**src/hw/rtl/twwa_pkg.sv**
```systemverilog
// ----------------------------------------------------------------------------
// twwa_pkg
// Shared constants and types for the per-tank windowed weight averager.
// ----------------------------------------------------------------------------
`timescale 1ns / 1ps
`default_nettype none
package twwa_pkg;

   localparam int NUM_TANKS   = 32;
   localparam int WINDOW_MAX  = 32;
   localparam int TANK_W      = 5;
   localparam int POS_W       = 5;
   localparam int LEN_W       = 6;
   localparam int WEIGHT_W    = 16;
   localparam int ADDR_W      = TANK_W + POS_W;
   localparam int RING_DEPTH  = NUM_TANKS * WINDOW_MAX;
   localparam int SUM_W       = 21;
   localparam int DIVCNT_W    = 5;
   localparam logic [LEN_W-1:0] WINDOW_RESET = 6'd17;

   typedef struct packed {
      logic [TANK_W-1:0] tank_echo;
      logic [TANK_W-1:0] tank;
      logic [LEN_W-1:0]  count;
      logic              present;
      logic              changed;
   } twwa_job_type;

   typedef struct packed {
      logic sum_busy;
   } twwa_back_status_type;

   typedef enum logic [1:0] {
      BK_IDLE,
      BK_SUM,
      BK_DIV,
      BK_DONE
   } twwa_state_type;

endpackage
`default_nettype wire

```
**src/hw/rtl/twwa_queue.sv**
```systemverilog
// ----------------------------------------------------------------------------
// twwa_queue
// Two-entry job queue between the front end and the back end.
// ----------------------------------------------------------------------------
`timescale 1ns / 1ps
`default_nettype none
module twwa_queue import twwa_pkg::*; (
   input  wire logic         clock,
   input  wire logic         reset,
   input  wire logic         push,
   input  wire twwa_job_type push_job,
   input  wire logic         pop,
   output      twwa_job_type head_job,
   output      logic         empty
);
   twwa_job_type entry_ff [2];
   logic         wr_ptr_ff;
   logic         rd_ptr_ff;
   logic [1:0]   fill_ff;
   logic         do_push;
   logic         do_pop;

   assign empty    = (fill_ff == 2'd0);
   assign head_job = entry_ff[rd_ptr_ff];
   assign do_push  = push && (fill_ff != 2'd2);
   assign do_pop   = pop && !empty;

   always_ff @(posedge clock) begin
      if (do_push) begin
         entry_ff[wr_ptr_ff] <= push_job;
      end
   end

   always_ff @(posedge clock) begin
      if (reset) begin
         wr_ptr_ff <= 1'b0;
         rd_ptr_ff <= 1'b0;
         fill_ff   <= 2'd0;
      end else begin
         if (do_push) begin
            wr_ptr_ff <= !wr_ptr_ff;
         end
         if (do_pop) begin
            rd_ptr_ff <= !rd_ptr_ff;
         end
         fill_ff <= fill_ff + 2'(do_push) - 2'(do_pop);
      end
   end
endmodule
`default_nettype wire

```
**config.mk**
```make
export PLATFORM = sky130hd
export DESIGN_NAME = twwa_queue
export DESIGN_NICKNAME = d
export VERILOG_FILES = /design/src/hw/rtl/twwa_pkg.sv /design/src/hw/rtl/twwa_queue.sv
export SDC_FILE = /design/constraint.sdc
export NUM_CORES = 1
export LEC_CHECK = 0
export ABC_AREA = 1
export BUFFER_PORTS_ARGS = -buffer_cell sky130_fd_sc_hd__buf_2
export CAP_MARGIN = 20
export CELL_PAD_IN_SITES_DETAIL_PLACEMENT = 0
export CELL_PAD_IN_SITES_GLOBAL_PLACEMENT = 1
export CORE_ASPECT_RATIO = 1.75
export CORE_MARGIN = 5
export CORE_UTILIZATION = 42
export CTS_CLUSTER_SIZE = 40
export DETAILED_ROUTE_END_ITERATION = 12
export GPL_TIMING_DRIVEN = 0
export PLACE_DENSITY = 0.74
export SLEW_MARGIN = 0
export SYNTH_ARGS = -nofsm -noshare
export SYNTH_HDL_FRONTEND = slang
export SYNTH_SLANG_ARGS = --single-unit
```
**constraint.sdc**
```tcl
create_clock -name clock -period 2.3 [get_ports clock]
set_input_delay 0.115 -clock clock [delete_from_list [all_inputs] [get_ports clock]]
set_output_delay 0.115 -clock clock [all_outputs]
set_load 0.05 [all_outputs]
```
# Yosys cells after proc, flatten, opt, wreduce, memory -nomap -nowiden
# Memory sizes are Yosys's and may differ from the RTL's. A register that Yosys moved wholly into a read port is not among the register bits.
# Cells that the tools add are included.
# word_totals
ramBits	36
output_inout_bits	19
elab_cells	17
reg_bits	4
n_memories	1
# op_classes
n_reduce_logical	6
add_sub_neg	2
muxes	4
eq_ne	1
# memory_table
memory	words	word_bits	read_ports	rd_clocked_by_memory_dff	write_ports	line_no	rtl
entry_ff	2	18	1	1	1	twwa_queue.sv:16	twwa_job_type entry_ff [2];
# op_table
operator	count
2-to-1 mux 1 bit	4
logical NOT 1 bit	3
adder 2 x 1 -> 2 bit	1
logical AND 1 bit	2
logical NOT 2 bit	1
inequality test 2 bit (second input constant)	1
subtractor 2 x 1 -> 2 bit	1

# Depth between registers and ports, before layout
# Gate-level depths: netlist of the first run.
# logic_depth
ltp_word	5
depth_mapped	11

# Least setup slack after synthesis of the first run
# No wires, ideal clock.
# synth_path
kind	register to register
startpoint	register fill_ff[1]
endpoint	register fill_ff[1]
setup_time_ns	0.115
synth_period_minus_slack_ns	2.023
path_stages_with_launch	10
arrival_time_ns	1.908
path_slack_ns	0.277
path_cell_list	dfxtp_1 nor2_1 nor2_1 ha_1 inv_1 ha_1 inv_1 nand2_1 a21oi_1 nor2_1
# synth_via
elab_chain_len	4
word_cells_on_any_way	7
classes_between	2 x add/sub; 1 x eq/ne; 4 x reduce/logical
# synth_lines
element	line_no	rtl
start, declared	twwa_queue.sv:19	logic [1:0] fill_ff;
start signal, assigned	twwa_queue.sv:46	fill_ff <= fill_ff + 2'(do_push) - 2'(do_pop);
logical NOT 2 bit	twwa_queue.sv:23	assign empty = (fill_ff == 2'd0);
named net empty	twwa_queue.sv:14	output logic empty
logical NOT 1 bit	twwa_queue.sv:26	assign do_pop = pop && !empty;
logical AND 1 bit	twwa_queue.sv:26	
named net do_pop	twwa_queue.sv:21	logic do_pop;
subtractor 2 x 1 -> 2 bit	twwa_queue.sv:46	
# The timed path passes the listed nets, and every way through them passes these cells.
# A chain may end at the register's enable or synchronous reset.

# Worst setup path in the final report of the first run
# layout_path
startpoint	register fill_ff[0]
endpoint	memory entry_ff[0][11] (netlist bit) (enable)
# layout_via
elab_chain_len	4
# layout_lines
element	line_no	rtl
inequality test 2 bit	twwa_queue.sv:25	assign do_push = push && (fill_ff != 2'd2);
logical AND 1 bit	twwa_queue.sv:25	
2-to-1 mux 1 bit	twwa_queue.sv:29	if (do_push) begin
2-to-1 mux 1 bit (not written as such)	twwa_queue.sv:30	entry_ff[wr_ptr_ff] <= push_job;
end, declared	twwa_queue.sv:16	
# No other way between the ends.

==> results of run 1 <==
[kinds of logic (layout without fill, tap and decap cells)]
| family | count (synthesis) | count (layout) | share of synthesized area [%] |
|---|---|---|---|
| AOI/OAI and AO/OA | 2 | 2 | 0.6270 |
| adders and majority gates | 2 | 2 | 1.567 |
| buffers and inverters | 10 | 61 | 3.840 |
| DFF | 41 | 41 | 73.98 |
| muxes | 18 | 18 | 15.05 |
| and+or+nand+nor | 20 | 20 | 4.937 |
[flip-flops by register name, indices dropped and copies added, names as in the netlist, named ones only]
name	count
entry_ff	36
fill_ff	2
rd_ptr_ff	1
wr_ptr_ff	1
[power breakdown]
part	internal (uW)	switching, uW	total (uW)
Clock	244	207	451
Combinational	295	621	916
Sequential	947	37.9	985
Total	1490	866	2350
[worst max-delay path, stage by stage, from the launching register on]
cell     delay (ns)
dfxtp_1        0.35
inv_1          0.07
nand2_1        0.10
nand2_1        0.08
nor2_1         0.50
buf_4          0.32
[metal layers]
layer	track usage, %	share of wire (%)
met4	5.149	2.1
met5	0	0
met1	8.748	33
met3	4.539	7.2
met2	18.82	58
[layout make-up]
| class | count | area [sq um] | area share, % |
|---|---|---|---|
| flip-flops and latches | 41 | 1181 | 59.90 |
| well taps | 46 | 57.56 | 2.919 |
| repair buffers | 43 | 227.7 | 11.55 |
| multi-input cells | 42 | 354.1 | 17.96 |
| clock buffers | 8 | 90.09 | 4.569 |
| inverters | 8 | 30.03 | 1.523 |
| plain buffers | 2 | 31.28 | 1.586 |
[cells in the final DEF (no fill, tap or decap)]
master         instances
buf_2                 40
edfxtp_1              36
mux2_4                10
nor2_1                 9
inv_1                  8
nand2_1                8
mux2_2                 8
clkbuf_8               6
dfxtp_1                5
nand3_1                3
a21oi_1                2
ha_1                   2
clkbuf_1               2
dlygate4sd3_1          2
buf_6                  1
buf_12                 1
buf_4                  1
[worst paths after layout]
path                               end  slack (ns)  depth (start not counted)
max reg2reg  entry_ff[0][11]$_DFFE_PP_        0.57                          5
min          entry_ff[0][13]$_DFFE_PP_        0.02                          1
max          entry_ff[0][11]$_DFFE_PP_        0.57                          5
min reg2reg     wr_ptr_ff$_SDFFE_PP0N_        0.52                          2
[per-stage QoR]
step           cells  area, sq um  worst slack [ns]  utilization [%]  hold slack (ns)
5_1_grt          190         1972            0.4237            53.81         0.001453
3_5_place_dp     180         1862            0.5446            50.80           0.2921
2_1_floorplan     93         1597            0.2767                -           0.1862
4_1_cts          189         1962            0.5299            53.53         0.006708
3_3_place_gp     179         1854            0.2019            50.60           0.2897
6_report         190         1972            0.5728            53.81          0.02125
==> results.md, run 1 <==
- DRC: 0
- Core area: 3665 sq um
- FF-to-FF Start: fill_ff[0]$_SDFF_PP0_
- Max IR drop VDD: 0.7200 mV
- Routed vias: 873
- Asr flop ratio synth: 0%
- Hold buffers post-CTS: 1
- Ys flop type: edfxtp_1
- CTS buffer count: 5
- Count leader, synth: edfxtp_1
- Share of layout cells above drive strength 1: 46.53%
- Routability-driven placement congestion ratio: 0.6315
- Mapped cell area: 1597 sq um
- Syn nets: between 100 and 150
- First-pass GRT wire length: 3988 microns
- ANT cells: 0
- Final min period: approximately 1.7 ns
- Reg clk slew, reported paths: 0.07 ns
- Max cap viols: 0
- Crit path from: fill_ff[0]$_SDFF_PP0_
- DPL Wire Length: approximately 1900 microns
- Slew @ Worst Pin: 0.7039 ns
- Clk buf depth: 2
- Setup violations, final: 0
- Final #Nets: between 150 and 200
- Remaining global-route overflow: 0
- Die H: 91.56 microns
- Initial antenna violation count: 0
- Synth top area cells: edfxtp_1, mux2_4, dfxtp_1
- Drt first pass iters: 4
- Maximum clock frequency: roughly 580 MHz
- Largest net degree at the start of global routing: 19
- RSZ-0062 raised after global routing: no
- FF+latch count, synth: between 40 and 50
- Max transition margin: 53.02%
- Worst skew pair latency: approximately 0.28 ns
- Routed WL: 2398 microns
- Slew Viols, Final: 0
- Clock root cell: clkbuf_8
- Total GRT Usage: 10.15%
- Pleak: 0.0008114 uW
- Synth cell count leaders: edfxtp_1, mux2_4, nor2_1
- DR iter-0 viols: 11
- Seq/Total Area, Yosys: 73.98%
- CTS tree: yes
- Vias in the first global route: 954
- Site Rows: 29
- I/O Buffers: 40
- Final setup skew: 0.007779 ns
- CP Data Required Time: 2.28 ns
- Mean Syn Cell Area: about 17 sq um
- Area Growth Syn to Fin: 23.51%
- I/O pin cnt: 41
- Status: complete, no violations
- Power Total: 2353 uW
- Critical path launch point type: flop
- Setup Buffers After CTS: 0
- Avg Vias per Cell: between 4 and 5
- Top cell type's share of synthesized area: 67.71%
- Yosys warns: 0
- Fill count: ~310
- Number of distinct library cells after synthesis: 12
- Worst Hold Class: in2reg
- Post-CTS resize count: 0
- Initial Util: 43.56%
- Chip width: 56.61 microns
- Remaining antenna violation count after routing: 0
- Element type at the critical path end: flop
- Clk sinks: 41
- H-tree levels: 2
- Worst Path Max Fanout: 11
- Hold Vio Cnt, Final: 0
- Die footprint: just over 5000 sq um
- EDFF count, synth: 36
- CP Class: reg2reg
- Leading area contributor after synthesis: edfxtp_1
- Setup TNS: 0 ns
- Hold_sp: push_job[13]
- P per Cell Area: 1193 nW/um^2
- Final Cycle Share: 75.10%
- Critical Path AT: approximately 1.7 ns
- Drt wl/cell: between 10 and 15 microns
- Synthesized instance count: 93
(Power assumes the default switching activity.)
==> run 2: changes to the inputs <==
clock period = 1.75 ns   (was 2.3 ns; I/O delays follow)
==> run 2 against run 1 <==
Against the previous run: clock power rose by 24%; critical path depth rose by 5; sequential cell count did not move; die area did not move; non-clock buffer count rose by 17; highest routed layer unchanged; largest power group unchanged; final cell count rose by 8.9%; setup slack got worse by 0.35 ns; via count rose by 10%; register-to-register slack got worse by 0.35 ns; sequential power rose by 32%.
==> results.md, run 2 (synthesis results as in run 1) <==
- Status: complete, no violations
- Pleak: 0.0008824 uW (+8.7%)
- Area Growth Syn to Fin: 34.01%
- I/O pin cnt: 41 (unchanged)
- H-tree levels: 2 (unchanged)
- Top Metal Used: met4
- R2r setup slk: 0.22 ns (-0.35 ns)
- Total GRT Usage: 11.34% (+1.2 points)
- Met2 wire length: 1506 microns (+8.5%)
- Routed wl met3: 183 microns (+5.8%)
- Worst Hold Class: in2reg
- Core area: 3665 sq um (unchanged)
- Largest registers: entry_ff x36, fill_ff x2
- First-pass GRT wire length: 4429 microns (+11%)
- Drt wl/cell: 12.77 microns (+1.2%)
- Final setup skew: 0.002962 ns (-0.004817 ns)
- Multi-input gate area: 359.1 sq um (+1.4%)
- CTS buffer count: 5 (unchanged)
- CP Class: reg2reg
- FF-to-FF Start: fill_ff[0]$_SDFF_PP0_
- Reg2reg end: fill_ff[1]$_SDFF_PP0_
- Avg Vias per Cell: 4.657 (+1.4%)
- Die footprint: 5183 sq um (unchanged)
- Clk sinks: 41 (unchanged)
- RSZ-0062 raised after global routing: no
- Initial Util: 43.56% (unchanged)
- CP max stage delay: 0.37 ns (-0.13 ns)
- Element type at the critical path end: flop
- Placed insts: 180 (unchanged)
- Routed met1 length: 888 microns (+13%)
- Die H: 91.56 microns (unchanged)
- DR iter-0 viols: 29 (+18)
- Hold Crit Endpoint: wr_ptr_ff$_SDFFE_PP0N_
- Worst hold slack: 0.07959 ns (+0.05834 ns)
- Switching power total: 1163 uW (+34%)
- Maximum clock frequency: 653.7 MHz (+13%)
- Clock root cell: clkbuf_8
- Clk buf depth: 2 (unchanged)
- Register share of total power: 42.0% (about the same)
- DPL Wire Length: 1963 microns (+4.9%)
- Worst Reg-to-Reg Cells: 10 (+5)
- Initial antenna violation count: 0 (unchanged)
- Setup WS pre-CTS: -0.0002551 ns (-0.5449 ns)
- Max reg flops: 36 (unchanged)
- I/O Buffers: 40 (unchanged)
- Final #Nets: 184 (+10%)
- Reg clk slew, reported paths: 0.07 ns (about the same)
- Final min period: 1.530 ns (-0.1974 ns)
- Most frequent cells in the layout: buf_2, edfxtp_1, dlygate4sd3_1, mux2_4
- Critical path launch point type: flop
- Chip width: 56.61 microns (unchanged)
- Slew Viols, Final: 0 (unchanged)
- Max transition margin: 52.84% (-0.18 points)
- Most common cell after layout, fill and taps aside: buf_2
- Routed vias: 964 (+10%)
- Sw Share: 37.52% (+0.71 points)
- CTS tree: yes
- ANT cells: 0 (unchanged)
- Final Cycle Share: 87.42% (+12 points)
- Hold Vio Cnt, Final: 0 (unchanged)
- Routed WL: 2643 microns (+10%)
- DRC: 0 (unchanged)
- Max cap viols: 0 (unchanged)
- P per Cell Area: 1449 nW/um^2 (+21%)
- Vias in the first global route: 1007 (+5.6%)
- Worst hold stages: 3 (+2)
- Final std cells w/o fill: 207 (+8.9%)
- Fill count: 312 (-0.32%)
- Logic gate share of total power: 40.0% (+1.1 points)
- Worst skew pair latency: 0.28 ns (about the same)
- Max IR drop VDD: 1.101 mV (+53%)
- Remaining global-route overflow: 0 (unchanged)
- Slew @ Worst Pin: 0.7066 ns (+0.002724 ns)
- Final worst slack: 0.2202 ns (-0.3526 ns)
- Remaining antenna violation count after routing: 0 (unchanged)
- Routability-driven placement congestion ratio: 0.6798 (+7.6%)
- Crit-path cells: inv_1, nand2_1, nand2_1, ha_1, inv_1, ha_1, inv_1, nand2_1, a21oi_1, nor2_1
- Setup violations, final: 0 (unchanged)
- Setup TNS: 0 ns (unchanged)
- Clock network power share: 18.0% (-1.2 points)
- Biggest register: entry_ff
- CP Data Required Time: 1.93 ns (-0.35 ns)
- Hold_sp: push
- Final core utilization: 58.38% (+4.6 points)
- Register area: 1181 sq um (unchanged)
- Largest net degree at the start of global routing: 19 (unchanged)
- Worst Path Max Fanout: 3 (-8)
- Share of layout cells above drive strength 1: 43.48% (-3.0 points)
- Cell-internal power: 1937 uW (+30%)
- Critical Path AT: 1.71 ns (about the same)
- Slowest-stage cell, CP: dfxtp_1
- Drt first pass iters: 4 (unchanged)
- Site Rows: 29 (unchanged)
run 2: cell count changes in the layout (fill, tap and decap cells not counted), sizes merged:
cell         change
clkinv           +2
dlygate4sd3     +17
clkbuf           -2
run 2: power groups by stage:
| stage | sequential (uW) | clock (uW) | combinational, uW |
|---|---|---|---|
| finish | 1300 | 557 | 1240 |
| global route | 1320 | 626 | 1330 |
| CTS | 1300 | 580 | 1260 |
| detailed placement | 1320 | 0 | 1220 |
| global placement | 1320 | 0 | 1190 |
| floorplan | 1310 | 0 | 991 |
run 2: worst max-delay path, delay by kind of cell, from the launching register on:
kind	cells	cell delay, ns
AND/OR/NAND/NOR	4	0.30
buffers and inverters	3	0.16
adder cells (fa/ha/maj)	2	0.45
flip-flops	1	0.37
AO/OA/AOI/OAI	1	0.13
run 2: stage by stage:
stage,area [sq um],power (uW)
after global placement,1857,2501
after detailed placement,1864,2549
final,2140,3101
after CTS,2140,3145
after floorplan,1599,2301
after global routing,2140,3271
run 2: final cells by class:
class	count	area share, %
Clock inverter	2	0.4678
Timing Repair Buffer	60	18.60
Multi-Input combinational cell	42	16.78
Sequential cell	41	55.20
Tap cell	46	2.690
Inverter	8	1.404
Clock buffer	6	3.392
Buffer	2	1.462
run 2: repair_timing:
action / 4_1_cts / 5_1_grt
hold buffers: 19 / 0
gates resized for setup: 1 / 0
setup endpoints to repair: 11 / 0
hold endpoints to repair: 37 / 0
buffers inserted: 0 / 0
run 2: worst max-delay path by stage:
stage | from | end | slack (ns) | cells past startpoint
after floorplan | fill_ff[1]$_SDFF_PP0_ | fill_ff[1]$_SDFF_PP0_ | -0.02 | 9
after global placement | fill_ff[0]$_SDFF_PP0_ | entry_ff[0][3]$_DFFE_PP_ | -0.35 | 4
after detailed placement | fill_ff[0]$_SDFF_PP0_ | entry_ff[0][11]$_DFFE_PP_ | -0.0003 | 5
after CTS | fill_ff[0]$_SDFF_PP0_ | entry_ff[1][3]$_DFFE_PP_ | 0.19 | 4
after global routing | fill_ff[0]$_SDFF_PP0_ | entry_ff[0][3]$_DFFE_PP_ | 0.05 | 5
final | fill_ff[0]$_SDFF_PP0_ | fill_ff[1]$_SDFF_PP0_ | 0.22 | 10
run 2: layer usage:
metal | vias up | track usage (%)
met4 | 0 | 5.941
met5 | - | 0
met2 | 29 | 20.37
li1 | 473 | -
met1 | 456 | 10.75
met3 | 6 | 4.397
==> run 3: changes to the inputs <==
CTS_BUF_LIST = sky130_fd_sc_hd__clkbuf_16   (was default)
==> run 3 against run 2 <==
Against the previous run: final cell count shrank 7.7%; fmax shrank 0.14%; highest routed layer unchanged; clock power grew 49%; non-clock buffer count shrank 16; design area shrank 4.9%; clock skew is essentially flat; wire length grew 0.11%; critical path depth is the same; global-route usage shrank 0.41 points; first-iteration DRC count shrank 38%; largest power group unchanged; sequential share of layout area grew 2.8 points.
==> results.md, run 3 (synthesis results as in run 1) <==
- Most frequent cells in the layout: buf_2, edfxtp_1, mux2_4, inv_1
- Final #Nets: 168 (-8.7%)
- Clock root cell: clkbuf_16
- Element type at the critical path end: flop
- Critical path launch point type: flop
- Max IR drop VDD: 0.9648 mV (-12%)
- Avg Vias per Cell: 4.675 (+0.39%)
- FF-to-FF Start: fill_ff[0]$_SDFF_PP0_
- Core area: 3665 sq um (unchanged)
- Routed vias: 893 (-7.4%)
- Fin area: 2036 sq um (-4.9%)
- CTS buffer count: 5 (unchanged)
- Remaining antenna violation count after routing: 0 (unchanged)
- Die H: 91.56 microns (unchanged)
- DR iter-0 viols: 18 (-38%)
- Largest registers: entry_ff x36, fill_ff x2
- Max reg flops: 36 (unchanged)
- Slowest-stage cell, CP: dfxtp_1
- H-tree levels: 2 (unchanged)
- CTS tree: yes
- Area Growth Syn to Fin: 27.51%
- Sw Share: 35.75% (-1.8 points)
- Switching power total: 1200 uW (+3.1%)
- Final std cells w/o fill: 191 (-7.7%)
- Biggest register: entry_ff
- Largest net degree at the start of global routing: 19 (unchanged)
- Setup WS pre-CTS: -0.0002551 ns (unchanged)
- Reg clk slew, reported paths: 0.05 ns (-0.02 ns)
- Most common cell after layout, fill and taps aside: buf_2
- I/O Buffers: 40 (unchanged)
- CP max stage delay: 0.37 ns (about the same)
- Slew Viols, Final: 0 (unchanged)
- Remaining global-route overflow: 0 (unchanged)
- Setup violations, final: 0 (unchanged)
- Initial Util: 43.56% (unchanged)
- Clk buf depth: 2 (unchanged)
- Max cap viols: 0 (unchanged)
- P per Cell Area: 1649 nW/um^2 (+14%)
- Slew @ Worst Pin: 0.7013 ns (-0.005311 ns)
- Setup TNS: 0 ns (unchanged)
- Logic gate share of total power: 36.4% (-3.6 points)
- Fill count: 315 (+0.96%)
- Maximum clock frequency: 652.7 MHz (-0.14%)
- Final worst slack: 0.2180 ns (-0.002169 ns)
- Clock network power share: 24.7% (+6.7 points)
- Max transition margin: 53.19% (+0.35 points)
- Routed WL: 2646 microns (+0.11%)
- Drt wl/cell: 13.85 microns (+8.5%)
- Critical Path AT: 1.69 ns (-0.02 ns)
- First-pass GRT wire length: 4215 microns (-4.8%)
- Chip width: 56.61 microns (unchanged)
- Cell-internal power: 2156 uW (+11%)
- Clk sinks: 41 (unchanged)
- Site Rows: 29 (unchanged)
- Met2 Use GR: 19.79% (-0.58 points)
- Final setup skew: 0.002658 ns (-0.0003038 ns)
- Vias in the first global route: 923 (-8.3%)
- Worst Path Max Fanout: 3 (unchanged)
- Worst hold slack: 0.005957 ns (-0.07364 ns)
- Total GRT Usage: 10.93% (-0.41 points)
- Worst skew pair latency: 0.27 ns (about the same)
- Initial antenna violation count: 0 (unchanged)
- CP Class: reg2reg
- ANT cells: 0 (unchanged)
- Drt first pass iters: 4 (unchanged)
- Setup Buffers After CTS: 0 (unchanged)
- Pleak: 0.0008453 uW (-4.2%)
- Share of layout cells above drive strength 1: 48.28% (+4.8 points)
- Hold Vio Cnt, Final: 0 (unchanged)
- Grt met3 use: 4.113% (-0.28 points)
- Placed insts: 180 (unchanged)
- Post-DP Area: 1864 sq um (unchanged)
- Crit-path cells: inv_1, nand2_1, nand2_1, ha_1, inv_1, ha_1, inv_1, nand2_1, a21oi_1, nor2_1
- Register share of total power: 38.9% (-3.1 points)
- GRT met1 Usage: 10.19% (-0.56 points)
- DRC: 0 (unchanged)
- Status: complete, no violations
- DPL Wire Length: 1963 microns (unchanged)
- Final Cycle Share: 87.54% (+0.12 points)
- RSZ-0062 raised after global routing: no
- GR peak layer: met2
- CP Data Required Time: 1.91 ns (-0.02 ns)
- Hold_sp: push_job[16]
- Die footprint: 5183 sq um (unchanged)
- Final min period: 1.532 ns (+0.002169 ns)
- Crit path from: fill_ff[0]$_SDFF_PP0_
- Routability-driven placement congestion ratio: 0.6798 (unchanged)
- Worst Hold Class: in2reg
- I/O pin cnt: 41 (unchanged)
[run 3: worst paths after layout]
check	to	cells past startpoint	slack (ns)
setup reg to reg	fill_ff[1]$_SDFF_PP0_	10	0.22
hold reg to reg	flop	2	0.51
setup / recovery	fill_ff[1]$_SDFF_PP0_	10	0.22
hold / removal	entry_ff[1][16]$_DFFE_PP_	1	0.006
[run 3: layout make-up]
class                      count  area [sq um]  share of cell area, %
inverter                       8         30.03                  1.475
sequential                    41          1181                  58.02
tap                           46         57.56                  2.827
clock buffer                   5         125.1                  6.146
multi-input combinational     42         359.1                  17.64
clock inverter                 3         13.76                 0.6761
buffer                         2         31.28                  1.537
timing repair buffer          44         237.7                  11.68
[run 3: stage by stage]
| stage | util (%) | power (uW) |
|---|---|---|
| after floorplan | - | 2301 |
| after global placement | 50.67 | 2501 |
| after global routing | 55.55 | 3518 |
| after detailed placement | 50.87 | 2549 |
| after CTS | 55.27 | 3389 |
| final | 55.55 | 3356 |
[run 3: timing repair]
item,CTS,global route
gates resized for setup,1,0
hold endpoints to repair,3,2
hold buffers,2,1
endpoints found under the setup margin,11,0
[run 3: per-layer routing]
layer / vias to the layer above / wire [microns]
met2: 30 / 1508
met1: 424 / 904
li1: 437 / -
met5: - / 0
met3: 2 / 192
met4: 0 / 41
[run 3: worst max-delay path: cells and delay by family (launching register included)]
family                     cells  cell delay [ns]
AOI/OAI and AO/OA              1             0.13
DFF                            1             0.37
and+or+nand+nor                4             0.30
buffers and inverters          3             0.16
adders and majority gates      2             0.45
[run 3: power by group through the flow]
stage / clock network, uW / logic [uW] / registers [uW]
final: 830 / 1220 / 1310
after global routing: 897 / 1300 / 1320
after CTS: 846 / 1240 / 1310
after detailed placement: 0 / 1220 / 1320
after global placement: 0 / 1190 / 1320
after floorplan: 0 / 991 / 1310
